`config.mk`:
```
export PLATFORM = sky130hd
export DESIGN_NAME = fir_convolver_with_flush_top
export DESIGN_NICKNAME = d
export VERILOG_FILES = /design/src/rtl/fcf_pkg.sv /design/src/rtl/fcf_ram.sv /design/src/rtl/fcf_front.sv /design/src/rtl/fcf_queue.sv /design/src/rtl/fcf_back.sv /design/src/rtl/fir_convolver_with_flush_top.sv
export VERILOG_INCLUDE_DIRS = /design/src /design/src/rtl
export SDC_FILE = /design/constraint.sdc
export NUM_CORES = 2
export LEC_CHECK = 0
export BUFFER_PORTS_ARGS = -buffer_cell sky130_fd_sc_hd__buf_2
export CORE_MARGIN = 2
export CORE_UTILIZATION = 30
export CTS_BUF_LIST = sky130_fd_sc_hd__clkbuf_8
export DETAILED_ROUTE_END_ITERATION = 6
export SLEW_MARGIN = 20
export SYNTH_ARGS = -nofsm -noshare
export SYNTH_HDL_FRONTEND = slang
export SYNTH_SLANG_ARGS = --single-unit
```
`constraint.sdc`:
```
create_clock -name clk -period 8.8 [get_ports clk]
set_input_delay 0 -clock clk [delete_from_list [all_inputs] [get_ports clk]]
set_output_delay 0 -clock clk [all_outputs]
set_load 0.02 [all_outputs]
```
`src/rtl/fir_convolver_with_flush_top_defines.svh`:
```
// Shared assertion macros. Each expects clk and rst_n in scope.
`ifndef FIR_CONVOLVER_WITH_FLUSH_TOP_DEFINES_SVH
`define FIR_CONVOLVER_WITH_FLUSH_TOP_DEFINES_SVH

// consequent checked in the same cycle
`define FCF_ASSERT_NOW(label, ante, cons, msg) \
  label: assert property (@(posedge clk) disable iff (!rst_n) (ante) |-> (cons)) \
    else $error(msg);

// consequent checked in the next cycle
`define FCF_ASSERT_NEXT(label, ante, cons, msg) \
  label: assert property (@(posedge clk) disable iff (!rst_n) (ante) |=> (cons)) \
    else $error(msg);

`endif

```
`src/rtl/fcf_pkg.sv`:
```
package fcf_pkg;

  localparam int SAMPLE_BITS = 16;
  localparam int FRAC_BITS   = SAMPLE_BITS - 1;
  localparam int OP_W        = 2;
  localparam int TAP_INDEX_W = 6;
  localparam int TAP_COUNT_W = 7;

  localparam logic [OP_W-1:0] OP_LOAD  = 2'd0;
  localparam logic [OP_W-1:0] OP_PUSH  = 2'd1;
  localparam logic [OP_W-1:0] OP_FLUSH = 2'd2;

  typedef struct packed {
    logic [OP_W-1:0]               operation;
    logic [TAP_INDEX_W-1:0]        tap_index;
    logic signed [SAMPLE_BITS-1:0] value;
  } in_item_t;

  typedef struct packed {
    logic signed [SAMPLE_BITS-1:0] out_sample;
    logic                          saturated;
    logic                          last;
  } out_item_t;

  // command after classification; same layout as the input item
  typedef struct packed {
    logic [OP_W-1:0]               op;
    logic [TAP_INDEX_W-1:0]        tap_index;
    logic signed [SAMPLE_BITS-1:0] value;
  } cmd_t;

endpackage

```
`src/rtl/fcf_ram.sv`:
```
module fcf_ram #(
  parameter int WIDTH = 16,
  parameter int DEPTH = 64
) (
  input  logic                     clk,
  input  logic                     we,
  input  logic [$clog2(DEPTH)-1:0] waddr,
  input  logic [WIDTH-1:0]         wdata,
  input  logic [$clog2(DEPTH)-1:0] raddr,
  output logic [WIDTH-1:0]         rdata
);

  logic [WIDTH-1:0] mem_r [DEPTH];
  logic [WIDTH-1:0] rdata_r;

  always_ff @(posedge clk) begin
    if (we) begin
      mem_r[waddr] <= wdata;
    end
    rdata_r <= mem_r[raddr];
  end

  assign rdata = rdata_r;

endmodule

```
`src/rtl/fcf_front.sv`:
```
module fcf_front #(
  parameter int MAX_TAPS = 64
) (
  input  logic              in_valid,
  input  fcf_pkg::in_item_t in_data,
  input  logic              q_full,
  output logic              in_stall,
  output logic              enq,
  output fcf_pkg::cmd_t     cmd
);

  logic keep;

  // nop codes and loads past the tap store are taken and dropped here
  always_comb begin
    keep = 1'b0;
    unique case (in_data.operation)
      fcf_pkg::OP_LOAD:  keep = {1'b0, in_data.tap_index} <
                                fcf_pkg::TAP_COUNT_W'(MAX_TAPS);
      fcf_pkg::OP_PUSH:  keep = 1'b1;
      fcf_pkg::OP_FLUSH: keep = 1'b1;
      default:           keep = 1'b0;
    endcase
  end

  assign in_stall      = q_full;
  assign enq           = in_valid && !q_full && keep;
  assign cmd.op        = in_data.operation;
  assign cmd.tap_index = in_data.tap_index;
  assign cmd.value     = in_data.value;

endmodule

```
`src/rtl/fcf_queue.sv`:
```
module fcf_queue (
  input  logic          clk,
  input  logic          rst_n,
  input  logic          push,
  input  fcf_pkg::cmd_t push_data,
  output logic          full,
  input  logic          pop,
  output logic          not_empty,
  output fcf_pkg::cmd_t pop_data
);

  fcf_pkg::cmd_t ent_r [2];
  logic          wptr_r, wptr_nxt;
  logic          rptr_r, rptr_nxt;
  logic [1:0]    count_r, count_nxt;
  logic          do_pop;

  assign full      = count_r == 2'd2;
  assign not_empty = count_r != 2'd0;
  assign pop_data  = ent_r[rptr_r];
  assign do_pop    = pop && not_empty;

  always_comb begin
    wptr_nxt  = push   ? ~wptr_r : wptr_r;
    rptr_nxt  = do_pop ? ~rptr_r : rptr_r;
    count_nxt = count_r;
    case ({push, do_pop})
      2'b10:   count_nxt = count_r + 2'd1;
      2'b01:   count_nxt = count_r - 2'd1;
      default: count_nxt = count_r;
    endcase
  end

  always_ff @(posedge clk) begin
    if (!rst_n) begin
      wptr_r  <= 1'b0;
      rptr_r  <= 1'b0;
      count_r <= 2'd0;
    end else begin
      wptr_r  <= wptr_nxt;
      rptr_r  <= rptr_nxt;
      count_r <= count_nxt;
    end
  end

  always_ff @(posedge clk) begin
    if (push) begin
      ent_r[wptr_r] <= push_data;
    end
  end

endmodule

```
`src/rtl/fcf_back.sv`:
```
`include "fir_convolver_with_flush_top_defines.svh"

module fcf_back #(
  parameter int MAX_TAPS = 64
) (
  input  logic                              clk,
  input  logic                              rst_n,
  input  logic [fcf_pkg::TAP_COUNT_W-1:0]   tap_count,
  input  logic                              q_valid,
  input  fcf_pkg::cmd_t                     q_cmd,
  output logic                              q_pop,
  output logic                              out_valid,
  input  logic                              out_stall,
  output fcf_pkg::out_item_t                out_data
);

  localparam int SB    = fcf_pkg::SAMPLE_BITS;
  localparam int FB    = fcf_pkg::FRAC_BITS;
  localparam int AW    = $clog2(MAX_TAPS);
  localparam int CW    = $clog2(MAX_TAPS + 1);
  localparam int PW    = 2 * SB;
  localparam int ACC_W = PW + $clog2(MAX_TAPS) + 1;
  localparam int RW    = ACC_W - FB;

  localparam logic [1:0] ST_IDLE = 2'd0;
  localparam logic [1:0] ST_MAC  = 2'd1;
  localparam logic [1:0] ST_FIN  = 2'd2;

  localparam logic signed [ACC_W-1:0] RND = ACC_W'(2 ** (FB - 1));

  logic [1:0]                state_r, state_nxt;
  logic [AW-1:0]             head_r, head_nxt;
  logic [MAX_TAPS-1:0]       hvalid_r, hvalid_nxt;
  logic                      is_flush_r, is_flush_nxt;
  logic [CW-1:0]             n_r, n_nxt;
  logic [AW-1:0]             k_r, k_nxt;
  logic [AW-1:0]             np_r, np_nxt;
  logic [AW-1:0]             tptr_r, tptr_nxt;
  logic [AW-1:0]             hptr_r, hptr_nxt;
  logic [CW-1:0]             left_r, left_nxt;
  logic                      rd_v_r, rd_v_nxt;
  logic                      rd_last_r, rd_last_nxt;
  logic                      hv_d_r, hv_d_nxt;
  logic                      prod_v_r, prod_v_nxt;
  logic                      prod_last_r, prod_last_nxt;
  logic signed [PW-1:0]      prod_r, prod_nxt;
  logic signed [ACC_W-1:0]   acc_r, acc_nxt;
  logic                      out_valid_r, out_valid_nxt;
  fcf_pkg::out_item_t        out_data_r, out_data_nxt;

  logic [CW-1:0]             n_eff;
  logic                      issue;
  logic                      out_free;
  logic [CW-1:0]             kp1;
  logic [AW-1:0]             head_dec;
  logic [AW-1:0]             head_inc;
  logic                      tap_we, hist_we;
  logic signed [SB-1:0]      tap_rdata, hist_rdata, hist_op;
  logic signed [ACC_W-1:0]   rnd_sum;
  logic [RW-1:0]             rsh;
  logic                      clip;
  logic                      fin_done;

  fcf_ram #(.WIDTH(SB), .DEPTH(MAX_TAPS)) u_tap_ram (
    .clk   (clk),
    .we    (tap_we),
    .waddr (q_cmd.tap_index[AW-1:0]),
    .wdata (q_cmd.value),
    .raddr (tptr_r),
    .rdata (tap_rdata)
  );

  fcf_ram #(.WIDTH(SB), .DEPTH(MAX_TAPS)) u_hist_ram (
    .clk   (clk),
    .we    (hist_we),
    .waddr (head_r),
    .wdata (q_cmd.value),
    .raddr (hptr_r),
    .rdata (hist_rdata)
  );

  always_comb begin
    if (tap_count == '0) begin
      n_eff = CW'(1);
    end else if (tap_count > fcf_pkg::TAP_COUNT_W'(MAX_TAPS)) begin
      n_eff = CW'(MAX_TAPS);
    end else begin
      n_eff = CW'(tap_count);
    end
  end

  assign head_dec = (head_r == '0) ? AW'(MAX_TAPS - 1) : head_r - 1'b1;
  assign head_inc = (head_r == AW'(MAX_TAPS - 1)) ? '0 : head_r + 1'b1;
  assign issue    = (state_r == ST_MAC) && (left_r != '0);
  assign out_free = !out_valid_r || !out_stall;
  assign kp1      = CW'(k_r) + CW'(1);
  assign fin_done = (state_r == ST_FIN) && out_free && !(is_flush_r && kp1 != n_r);

  // slots never written since reset or the last flush read as zero
  assign hist_op  = hv_d_r ? hist_rdata : '0;
  assign prod_nxt = tap_rdata * hist_op;

  // round half up, then clip to the sample range
  assign rnd_sum = acc_r + RND;
  assign rsh     = rnd_sum[ACC_W-1:FB];
  assign clip    = !((&rsh[RW-1:SB-1]) || !(|rsh[RW-1:SB-1]));

  always_comb begin
    state_nxt     = state_r;
    head_nxt      = head_r;
    hvalid_nxt    = hvalid_r;
    is_flush_nxt  = is_flush_r;
    n_nxt         = n_r;
    k_nxt         = k_r;
    np_nxt        = np_r;
    tptr_nxt      = tptr_r;
    hptr_nxt      = hptr_r;
    left_nxt      = left_r;
    acc_nxt       = acc_r;
    out_valid_nxt = out_valid_r && out_stall;
    out_data_nxt  = out_data_r;
    q_pop         = 1'b0;
    tap_we        = 1'b0;
    hist_we       = 1'b0;

    rd_v_nxt      = issue;
    rd_last_nxt   = issue && (left_r == CW'(1));
    hv_d_nxt      = hvalid_r[hptr_r];
    prod_v_nxt    = rd_v_r;
    prod_last_nxt = rd_last_r;

    if (issue) begin
      tptr_nxt = tptr_r + 1'b1;
      hptr_nxt = (hptr_r == '0) ? AW'(MAX_TAPS - 1) : hptr_r - 1'b1;
      left_nxt = left_r - CW'(1);
    end
    if (prod_v_r) begin
      acc_nxt = acc_r + {{(ACC_W - PW){prod_r[PW-1]}}, prod_r};
    end

    unique case (state_r)
      ST_IDLE: begin
        if (q_valid) begin
          q_pop = 1'b1;
          unique case (q_cmd.op)
            fcf_pkg::OP_LOAD: begin
              tap_we = 1'b1;
            end
            fcf_pkg::OP_PUSH: begin
              hist_we            = 1'b1;
              hvalid_nxt[head_r] = 1'b1;
              head_nxt           = head_inc;
              is_flush_nxt       = 1'b0;
              n_nxt              = n_eff;
              k_nxt              = '0;
              np_nxt             = head_r;
              tptr_nxt           = '0;
              hptr_nxt           = head_r;
              left_nxt           = n_eff;
              acc_nxt            = '0;
              state_nxt          = ST_MAC;
            end
            fcf_pkg::OP_FLUSH: begin
              if (n_eff == CW'(1)) begin
                hvalid_nxt = '0;
                head_nxt   = '0;
              end else begin
                is_flush_nxt = 1'b1;
                n_nxt        = n_eff;
                k_nxt        = AW'(1);
                np_nxt       = head_dec;
                tptr_nxt     = AW'(1);
                hptr_nxt     = head_dec;
                left_nxt     = n_eff - CW'(1);
                acc_nxt      = '0;
                state_nxt    = ST_MAC;
              end
            end
            default: begin
            end
          endcase
        end
      end
      ST_MAC: begin
        if (prod_v_r && prod_last_r) begin
          state_nxt = ST_FIN;
        end
      end
      ST_FIN: begin
        if (out_free) begin
          out_valid_nxt           = 1'b1;
          out_data_nxt.out_sample = clip ? {rsh[RW-1], {(SB - 1){!rsh[RW-1]}}}
                                         : rsh[SB-1:0];
          out_data_nxt.saturated  = clip;
          out_data_nxt.last       = !is_flush_r || (kp1 == n_r);
          if (is_flush_r && kp1 != n_r) begin
            k_nxt     = AW'(kp1);
            tptr_nxt  = AW'(kp1);
            hptr_nxt  = np_r;
            left_nxt  = n_r - kp1;
            acc_nxt   = '0;
            state_nxt = ST_MAC;
          end else begin
            if (is_flush_r) begin
              hvalid_nxt = '0;
              head_nxt   = '0;
            end
            state_nxt = ST_IDLE;
          end
        end
      end
      default: begin
        state_nxt = ST_IDLE;
      end
    endcase
  end

  always_ff @(posedge clk) begin
    if (!rst_n) begin
      state_r     <= ST_IDLE;
      head_r      <= '0;
      hvalid_r    <= '0;
      rd_v_r      <= 1'b0;
      rd_last_r   <= 1'b0;
      prod_v_r    <= 1'b0;
      prod_last_r <= 1'b0;
      out_valid_r <= 1'b0;
    end else begin
      state_r     <= state_nxt;
      head_r      <= head_nxt;
      hvalid_r    <= hvalid_nxt;
      rd_v_r      <= rd_v_nxt;
      rd_last_r   <= rd_last_nxt;
      prod_v_r    <= prod_v_nxt;
      prod_last_r <= prod_last_nxt;
      out_valid_r <= out_valid_nxt;
    end
  end

  always_ff @(posedge clk) begin
    is_flush_r <= is_flush_nxt;
    n_r        <= n_nxt;
    k_r        <= k_nxt;
    np_r       <= np_nxt;
    tptr_r     <= tptr_nxt;
    hptr_r     <= hptr_nxt;
    left_r     <= left_nxt;
    hv_d_r     <= hv_d_nxt;
    prod_r     <= prod_nxt;
    acc_r      <= acc_nxt;
    out_data_r <= out_data_nxt;
  end

  assign out_valid = out_valid_r;
  assign out_data  = out_data_r;

  `FCF_ASSERT_NOW(a_prod_in_mac, prod_v_r || rd_v_r, state_r == ST_MAC, "MAC pipeline active outside MAC state")
  `FCF_ASSERT_NOW(a_mac_no_hang, state_r == ST_MAC && left_r == '0, rd_v_r || prod_v_r, "MAC state with nothing in flight")
  `FCF_ASSERT_NEXT(a_fin_waits, state_r == ST_FIN && out_valid_r && out_stall, state_r == ST_FIN, "result dropped while output stalled")
  `FCF_ASSERT_NEXT(a_flush_clears, fin_done && is_flush_r, head_r == '0 && hvalid_r == '0, "history not cleared after flush tail")

endmodule

```
`src/rtl/fir_convolver_with_flush_top.sv`:
```
// FIR convolver with tail flush, Q1.15 samples and taps.
// Input channel (in_valid/in_stall/in_data): an item loads one tap, pushes one
// sample or flushes the tail; a transfer happens when valid is high and stall low.
// Items pass through a two-entry command queue to the MAC engine, so the input
// keeps taking items while the engine works or a result waits.
// Output channel (out_valid/out_stall/out_data): one registered result; while the
// receiver stalls, the engine holds its finished sum and the queue fills, then
// in_stall rises.
// Engine, n = taps in use: a load writes one tap and leaves the engine idle; a
// push gives one result and holds the engine until that result is registered,
// the engine doing one tap MAC per cycle (set by the single multiplier and
// the one read port of each tap and history RAM). A flush gives n - 1 results,
// which the engine works out one after another.
// tap_count sits at APB byte address 0; write it only while no item is in flight.
// Reset: tap_count = 1, history reads as zero, queue and output empty. Tap
// coefficients are undefined until loaded.
module fir_convolver_with_flush_top #(
  parameter int MAX_TAPS = 64
) (
  input  logic               clk,
  input  logic               rst_n,
  input  logic               in_valid,
  output logic               in_stall,
  input  fcf_pkg::in_item_t  in_data,
  output logic               out_valid,
  input  logic               out_stall,
  output fcf_pkg::out_item_t out_data,
  input  logic               cfg_psel,
  input  logic               cfg_penable,
  input  logic               cfg_pwrite,
  input  logic [2:0]         cfg_paddr,
  input  logic [31:0]        cfg_pwdata,
  output logic [31:0]        cfg_prdata,
  output logic               cfg_pready
);

  logic [fcf_pkg::TAP_COUNT_W-1:0] tap_count_r, tap_count_nxt;
  logic                            q_full, enq, q_valid, q_pop;
  fcf_pkg::cmd_t                   enq_cmd, q_cmd;
  logic                            cfg_sel;

  assign cfg_pready = 1'b1;
  assign cfg_sel    = cfg_paddr[2] == 1'b0;
  assign cfg_prdata = cfg_sel ? {{(32 - fcf_pkg::TAP_COUNT_W){1'b0}}, tap_count_r} : '0;

  always_comb begin
    tap_count_nxt = tap_count_r;
    if (cfg_psel && cfg_penable && cfg_pwrite && cfg_sel) begin
      tap_count_nxt = cfg_pwdata[fcf_pkg::TAP_COUNT_W-1:0];
    end
  end

  always_ff @(posedge clk) begin
    if (!rst_n) begin
      tap_count_r <= fcf_pkg::TAP_COUNT_W'(1);
    end else begin
      tap_count_r <= tap_count_nxt;
    end
  end

  fcf_front #(.MAX_TAPS(MAX_TAPS)) u_front (
    .in_valid (in_valid),
    .in_data  (in_data),
    .q_full   (q_full),
    .in_stall (in_stall),
    .enq      (enq),
    .cmd      (enq_cmd)
  );

  fcf_queue u_queue (
    .clk       (clk),
    .rst_n     (rst_n),
    .push      (enq),
    .push_data (enq_cmd),
    .full      (q_full),
    .pop       (q_pop),
    .not_empty (q_valid),
    .pop_data  (q_cmd)
  );

  fcf_back #(.MAX_TAPS(MAX_TAPS)) u_back (
    .clk       (clk),
    .rst_n     (rst_n),
    .tap_count (tap_count_r),
    .q_valid   (q_valid),
    .q_cmd     (q_cmd),
    .q_pop     (q_pop),
    .out_valid (out_valid),
    .out_stall (out_stall),
    .out_data  (out_data)
  );

endmodule

```
== Word level (Yosys, flattened, before mapping) ==
Memory sizes are Yosys's and may differ from the RTL's. A register that Yosys moved wholly into a read port is not among the register bits.
Cells that the tools add are included.

* Register bits after elaboration: 217
* Bits in latches: 0
* Memory bits (writable): 2096
* Bits in read-only memories: 0
* Input bits: 66
* Output and inout bits: 53
* Word-level logic and storage cells: 207
* Memories kept: 3

* Add/subtract/negate cells: 12
* Multipliers: 1
* Divide/modulo/power cells: 0
* $lt $le $gt $ge: 4
* Equality and inequality tests: 24
* Shift-type cells: 0
* Mux-type cells: 93
* Bitwise operators: 4
* Reductions and logical operators: 41

{| class="wikitable"
|+ Memory list
! memory !! depth !! bits a word !! read ports !! clocked after memory_dff !! write ports !! RTL line !! RTL
|-
| u_back.u_hist_ram.mem_r || 64 || 16 || 1 || 1 || 1 || fcf_ram.sv:13 || <nowiki>logic [WIDTH-1:0] mem_r [DEPTH];</nowiki>
|-
| u_back.u_tap_ram.mem_r || 64 || 16 || 1 || 1 || 1 || fcf_ram.sv:13 ||
|-
| u_queue.ent_r || 2 || 24 || 1 || 1 || 1 || fcf_queue.sv:12 || <nowiki>fcf_pkg::cmd_t ent_r [2];</nowiki>
|}

{| class="wikitable"
|+ Operators with widths
! operator !! count
|-
| $mux W64 || 5
|-
| $pmux W64 S2 || 2
|-
| $mux W39 || 5
|-
| $pmux W39 S2 || 2
|-
| $mux W6 || 23
|-
| $pmux W6 S2 || 9
|-
| $or A64 B64 Y64 || 1
|-
| $mux W7 || 9
|-
| $pmux W7 S2 || 3
|-
| $add A39 B16 Y39 const B || 1
|-
| $add A39 B39 Y39 || 1
|-
| $mul A16 B16 Y32 || 1
|-
| $mux W16 || 2
|-
| $mux W1 || 23
|-
| $eq A7 B1 Y1 const B || 2
|-
| $lt A6 B7 Y1 const B || 2
|-
| $sub A7 B1 Y7 const B || 2
|-
| $add A6 B1 Y6 const B || 2
|-
| $logic_and A1 B1 Y1 || 12
|-
| $logic_not A6 Y1 || 2
|-
| $sub A6 B1 Y6 const B || 2
|-
| $eq A2 B2 Y1 const B || 5
|-
| $ne A2 B2 Y1 const B || 5
|-
| $reduce_and A9 Y1 || 1
|-
| 33 further kinds || 57
|}

== Depth between registers and ports, before layout ==
* Depth after elaboration: 8
* Mapped depth: 27
* Gate-level depth less buffers: 25

== Cells and area by module ==
From an unflattened synthesis, not the netlist that was laid out.

* Cells, all modules: 6200
* Area, all modules: 103875.9 um2

{| class="wikitable"
|+ Modules (own cells, without submodules)
! module !! times used !! cells each !! area each (um2) !! seq. area each (um2)
|-
| fcf_ram at u_back.u_hist_ram || 1 || 1835 || 40075.9 || 31069.8
|-
| fcf_ram at u_back.u_tap_ram || 1 || 1829 || 40042.2 || 31069.8
|-
| fcf_back || 1 || 2345 || 21043.9 || 4504.3
|-
| fcf_queue || 1 || 98 || 1953.1 || 1541.5
|-
| fir_convolver_with_flush_top || 1 || 66 || 556.8 || 140.1
|-
| fcf_front || 1 || 27 || 203.9 || 0.0
|}

== Worst setup path before layout ==
OpenSTA, ideal clock, no wires.

* Kind: reg2reg
* Start point: register u_back.hv_d_r
* End point: register u_back.prod_r[30]
* Library setup time: 0.072 ns
* Arrival time: 6.327 ns
* Required time: 8.728 ns
* Setup slack: 2.401 ns
* Cell stages (with the launch flop): 22
* Buffers on the path: 3
* Clock period less this slack: 6.399 ns
* Path through: dfxtp_1 > clkbuf_1 > clkbuf_1 > clkbuf_1 > and3_1 > fa_1 > fa_1 > fa_1 > fa_1 > fa_1 > inv_1 > fa_1 > inv_1 > ha_1 > or2_2 > a211oi_1 > a211oi_1 > a311o_1 > nand4_1 > nand4b_1 > a21oi_1 > xnor2_1

* Cells in the longest elaborated chain, start to end: 2

{| class="wikitable"
|+ RTL lines
! element !! RTL line !! RTL
|-
| start: declaration || fcf_back.sv:43 || <nowiki>logic hv_d_r, hv_d_nxt;</nowiki>
|-
| start signal: assignment || fcf_back.sv:248 || <nowiki>hv_d_r <= hv_d_nxt;</nowiki>
|-
| $mux W16 || fcf_back.sv:100 || <nowiki>assign hist_op = hv_d_r ? hist_rdata : '0;</nowiki>
|-
| $mul A16 B16 Y32 || fcf_back.sv:101 || <nowiki>assign prod_nxt = tap_rdata * hist_op;</nowiki>
|-
| via u_back.prod_nxt[30] || fcf_back.sv:46 || <nowiki>logic signed [PW-1:0] prod_r, prod_nxt;</nowiki>
|-
| end signal: assignment || fcf_back.sv:249 || <nowiki>prod_r <= prod_nxt;</nowiki>
|-
| end: declaration || fcf_back.sv:46 ||
|}

The timed path passes the listed nets, and every way through them passes these cells.
A chain may end at the register's enable or synchronous reset.

== Final worst setup path ==
* Start point: register u_back.hv_d_r
* End point: register u_back.prod_r[31]

The elaborated chain is that of the path after synthesis.

==> results.ini <==
[final_layout]
synthToLayoutAreaGrowth_pct = 13.8
mostFrequentLayoutCells = edfxtp_1 (2134), mux4_2 (484), inv_1 (460)
final_nets = 6965
final_common_cell = edfxtp_1
drive_gt1_frac = 0.200
instances_no_fill = 11300

[floorplanning]
rows = 214
initial_core_util = 0.302
coreArea_mm2 = 0.340
dieArea_mm2 = 0.347
fp.dieW_um = 589
io-pin-count = 119
die_y_um = 589

[grt]
grt_usage = 0.148
grt_pass1_wl_um = 383000
antenna_found_initial = 22
grt_max_degree = 116
grt_pass1_vias = 57700
overflow = 0

[clock_network]
cts_made_buffers = 376
clock_path_buffers = 4
clock_latency_ps = 1060
root_buffer = clkbuf_8
ctsHtreeMaxLevel = 5
cts_tree = done
clkTransAtPathRegs_ps = 60
post_cts_buffers = 0
cts.sinks = 2346

[setup_path]
crit_family = adder cells
crit_type = reg2reg
crit_fanout = 39
startpoint = u_back.hv_d_r$_DFF_P_
slowest_delay_ps = 590
start_kind = flip-flop
arrival_ps = 7920
path_cells = and2_1 -> nand2_1 -> fa_1 -> inv_1 -> fa_1 -> inv_1 -> fa_1 -> inv_1 -> fa_1 -> fa_1 -> inv_1 -> fa_1 -> inv_1 -> ha_1 -> a21oi_1 -> o21ai_0 -> a221oi_1 -> o221ai_1 -> o211a_1 -> o21a_1 -> o21ai_0 -> nor2_1 -> a211oi_1
crit-reg2reg-launch = u_back.hv_d_r$_DFF_P_
end_kind = flip-flop
crit_required_ps = 9710
critical_path_buf_inv_count = 5
cp_slowest_cell = and2_1
worst_path_most_repeated_cell = fa_1

[detailed_routing]
top_layer = met5
drc = 0
firstDrtPassIters = 5
route.met2.wl_um = 125000
m1WireLength_um = 109000
wl_per_cell_um = 23.1
ant_nets = 0
vias = 56100
routed_wl_um = 262000
dr.first_iter.drc_count = 5671
dr_wl_met3_um = 19100
detail_route.vias_per_cell = 4.95

[timing]
max_slew.worst_pin.slew_ps = 1230
final-hold-violation-count = 0
setup_viol = 0
max_slew_margin = 0.179
finalCriticalPeriod_ps = 7010
skew_ps = 91.5
tns_ps = 0
fmax_mhz = 143
fin_worst_hold_slack_ps = 216
slew_violations = 0
rsz0062_at_grt = false
fin_crit_sh = 0.797

[synthesis]
synth_ff_type = edfxtp_1
synthAdderAreaFrac = 0.0689
async_flop_share = 0
synth_top_family_by_area = multiplexers
avgSynthCellArea_um2 = 16.8
yosysUniqueCellTypes = 81
synth-simple-area-share = 0.0463
synth-edff-count = 2134
synth_compound_area_frac = 0.0459
synthMuxAreaShare = 0.138
ys_seq_elements = 2346
ys_warn_count = 0
synth_seq_area_share = 0.666
syn_area_mm2 = 0.103
syn_inst = 6093
synth_xor_area_frac = 0.00905

[outcome]
status = complete, no violations

[min_path]
min_path_type = in2reg
hp-start = in_data[13]

[placement]
dpl.hpwl_um = 158000
gp_congestion = 0.834
port_buffers = 65
dpl.cell_count = 10600

[run]
drv_cap = 0

[power]
power_density_mw_per_mm2 = 310
peakVddDrop_v = 0.000304
totalPowerFinal_uw = 36100
p_leak_uw = 0.0396

cells by family after synthesis:
| logic type | Yosys count |
|---|---|
| muxes | 796 |
| and+or+nand+nor | 1009 |
| adders and majority gates | 407 |
| xor gates and xnor gates | 106 |
| other | 2 |
| DFF | 2346 |
| AOI/OAI and AO/OA | 758 |
| buffers and inverters | 669 |
routing by layer:
metal,vias up,track usage
met4,14,0.0523
met2,2095,0.244
met3,405,0.0276
li1,24400,-
met1,29200,0.195
met5,-,0
sequential cells by signal, indices dropped and copies added, names as in the netlist, 7 cells and up, named ones only:
register	count
tap_count_r	7
u_back.acc_r	39
u_back.hvalid_r	64
u_back.left_r	7
u_back.n_r	7
u_back.out_data	18
u_back.prod_r	32
u_back.u_hist_ram.mem_r	1024
u_back.u_hist_ram.rdata	16
u_back.u_tap_ram.mem_r	1024
u_back.u_tap_ram.rdata	16
u_queue.ent_r	48
synthesized netlist by cell type (all sizes together), types with 14 or more instances:
master / instances / area [um2]
a21oi: 270 / 1350
fa: 264 / 5290
xor2: 39 / 342
buf: 126 / 653
dfxtp: 212 / 4240
nor3: 37 / 190
ha: 143 / 1790
and3: 143 / 895
mux4: 484 / 10900
inv: 322 / 1210
edfxtp: 2134 / 64100
nand3: 73 / 370
a21o: 22 / 165
a211oi: 25 / 193
nand4: 14 / 93.8
o22ai: 79 / 494
clkbuf: 220 / 826
o221ai: 73 / 639
mux2i: 221 / 2210
a22oi: 16 / 120
and2: 29 / 181
o21a: 22 / 165
mux2: 91 / 1020
nor2b: 32 / 200
nor2: 334 / 1270
nand2: 277 / 1040
o21ai: 169 / 868
xnor2: 67 / 587
final cells by class:
class,count,area [um2]
Multi-Input combinational cell,3102,31900
Timing Repair Buffer,343,2730
Inverter,323,1210
Sequential cell,2346,68400
Tap cell,4536,5680
Clock inverter,289,1540
Antenna cell,13,32.5
Clock buffer,389,5350
Fill cell,32200,223000
tightest hold or removal path: stages:
cell,delay (ps)
dlygate4sd3_1,530
buf_2,90
dlygate4sd3_1,540
power by group:
group / internal, uW / switching (uW)
Clock: 4350 / 4330
Combinational: 5390 / 7860
Sequential: 13500 / 750
Total: 23200 / 12900
metrics by stage:
stage                     area, um2   util  setup WS, ps
after floorplan              103000      -          2400
after global placement       109000  0.321          1700
after detailed placement     109000  0.321          1770
after CTS                    117000  0.343          1760
after global routing         117000  0.343          1320
final                        117000  0.343          1790
final timing paths:
kind                               endpoint  slack (ps)  depth (start not counted)
min reg2reg      u_back.prod_v_r$_SDFF_PN0_         430                          1
max reg2reg       u_back.prod_r[31]$_DFF_P_        1790                         23
max               u_back.prod_r[31]$_DFF_P_        1790                         23
min          u_queue.ent_r[0][13]$_DFFE_PP_         220                          3
repair_timing:
action	CTS	global route
endpoints found under the setup margin	0	0
hold endpoints to repair	179	0
hold buffers	82	0
resized for setup	0	0
Note: power is estimated with default switching activity, not from simulation.
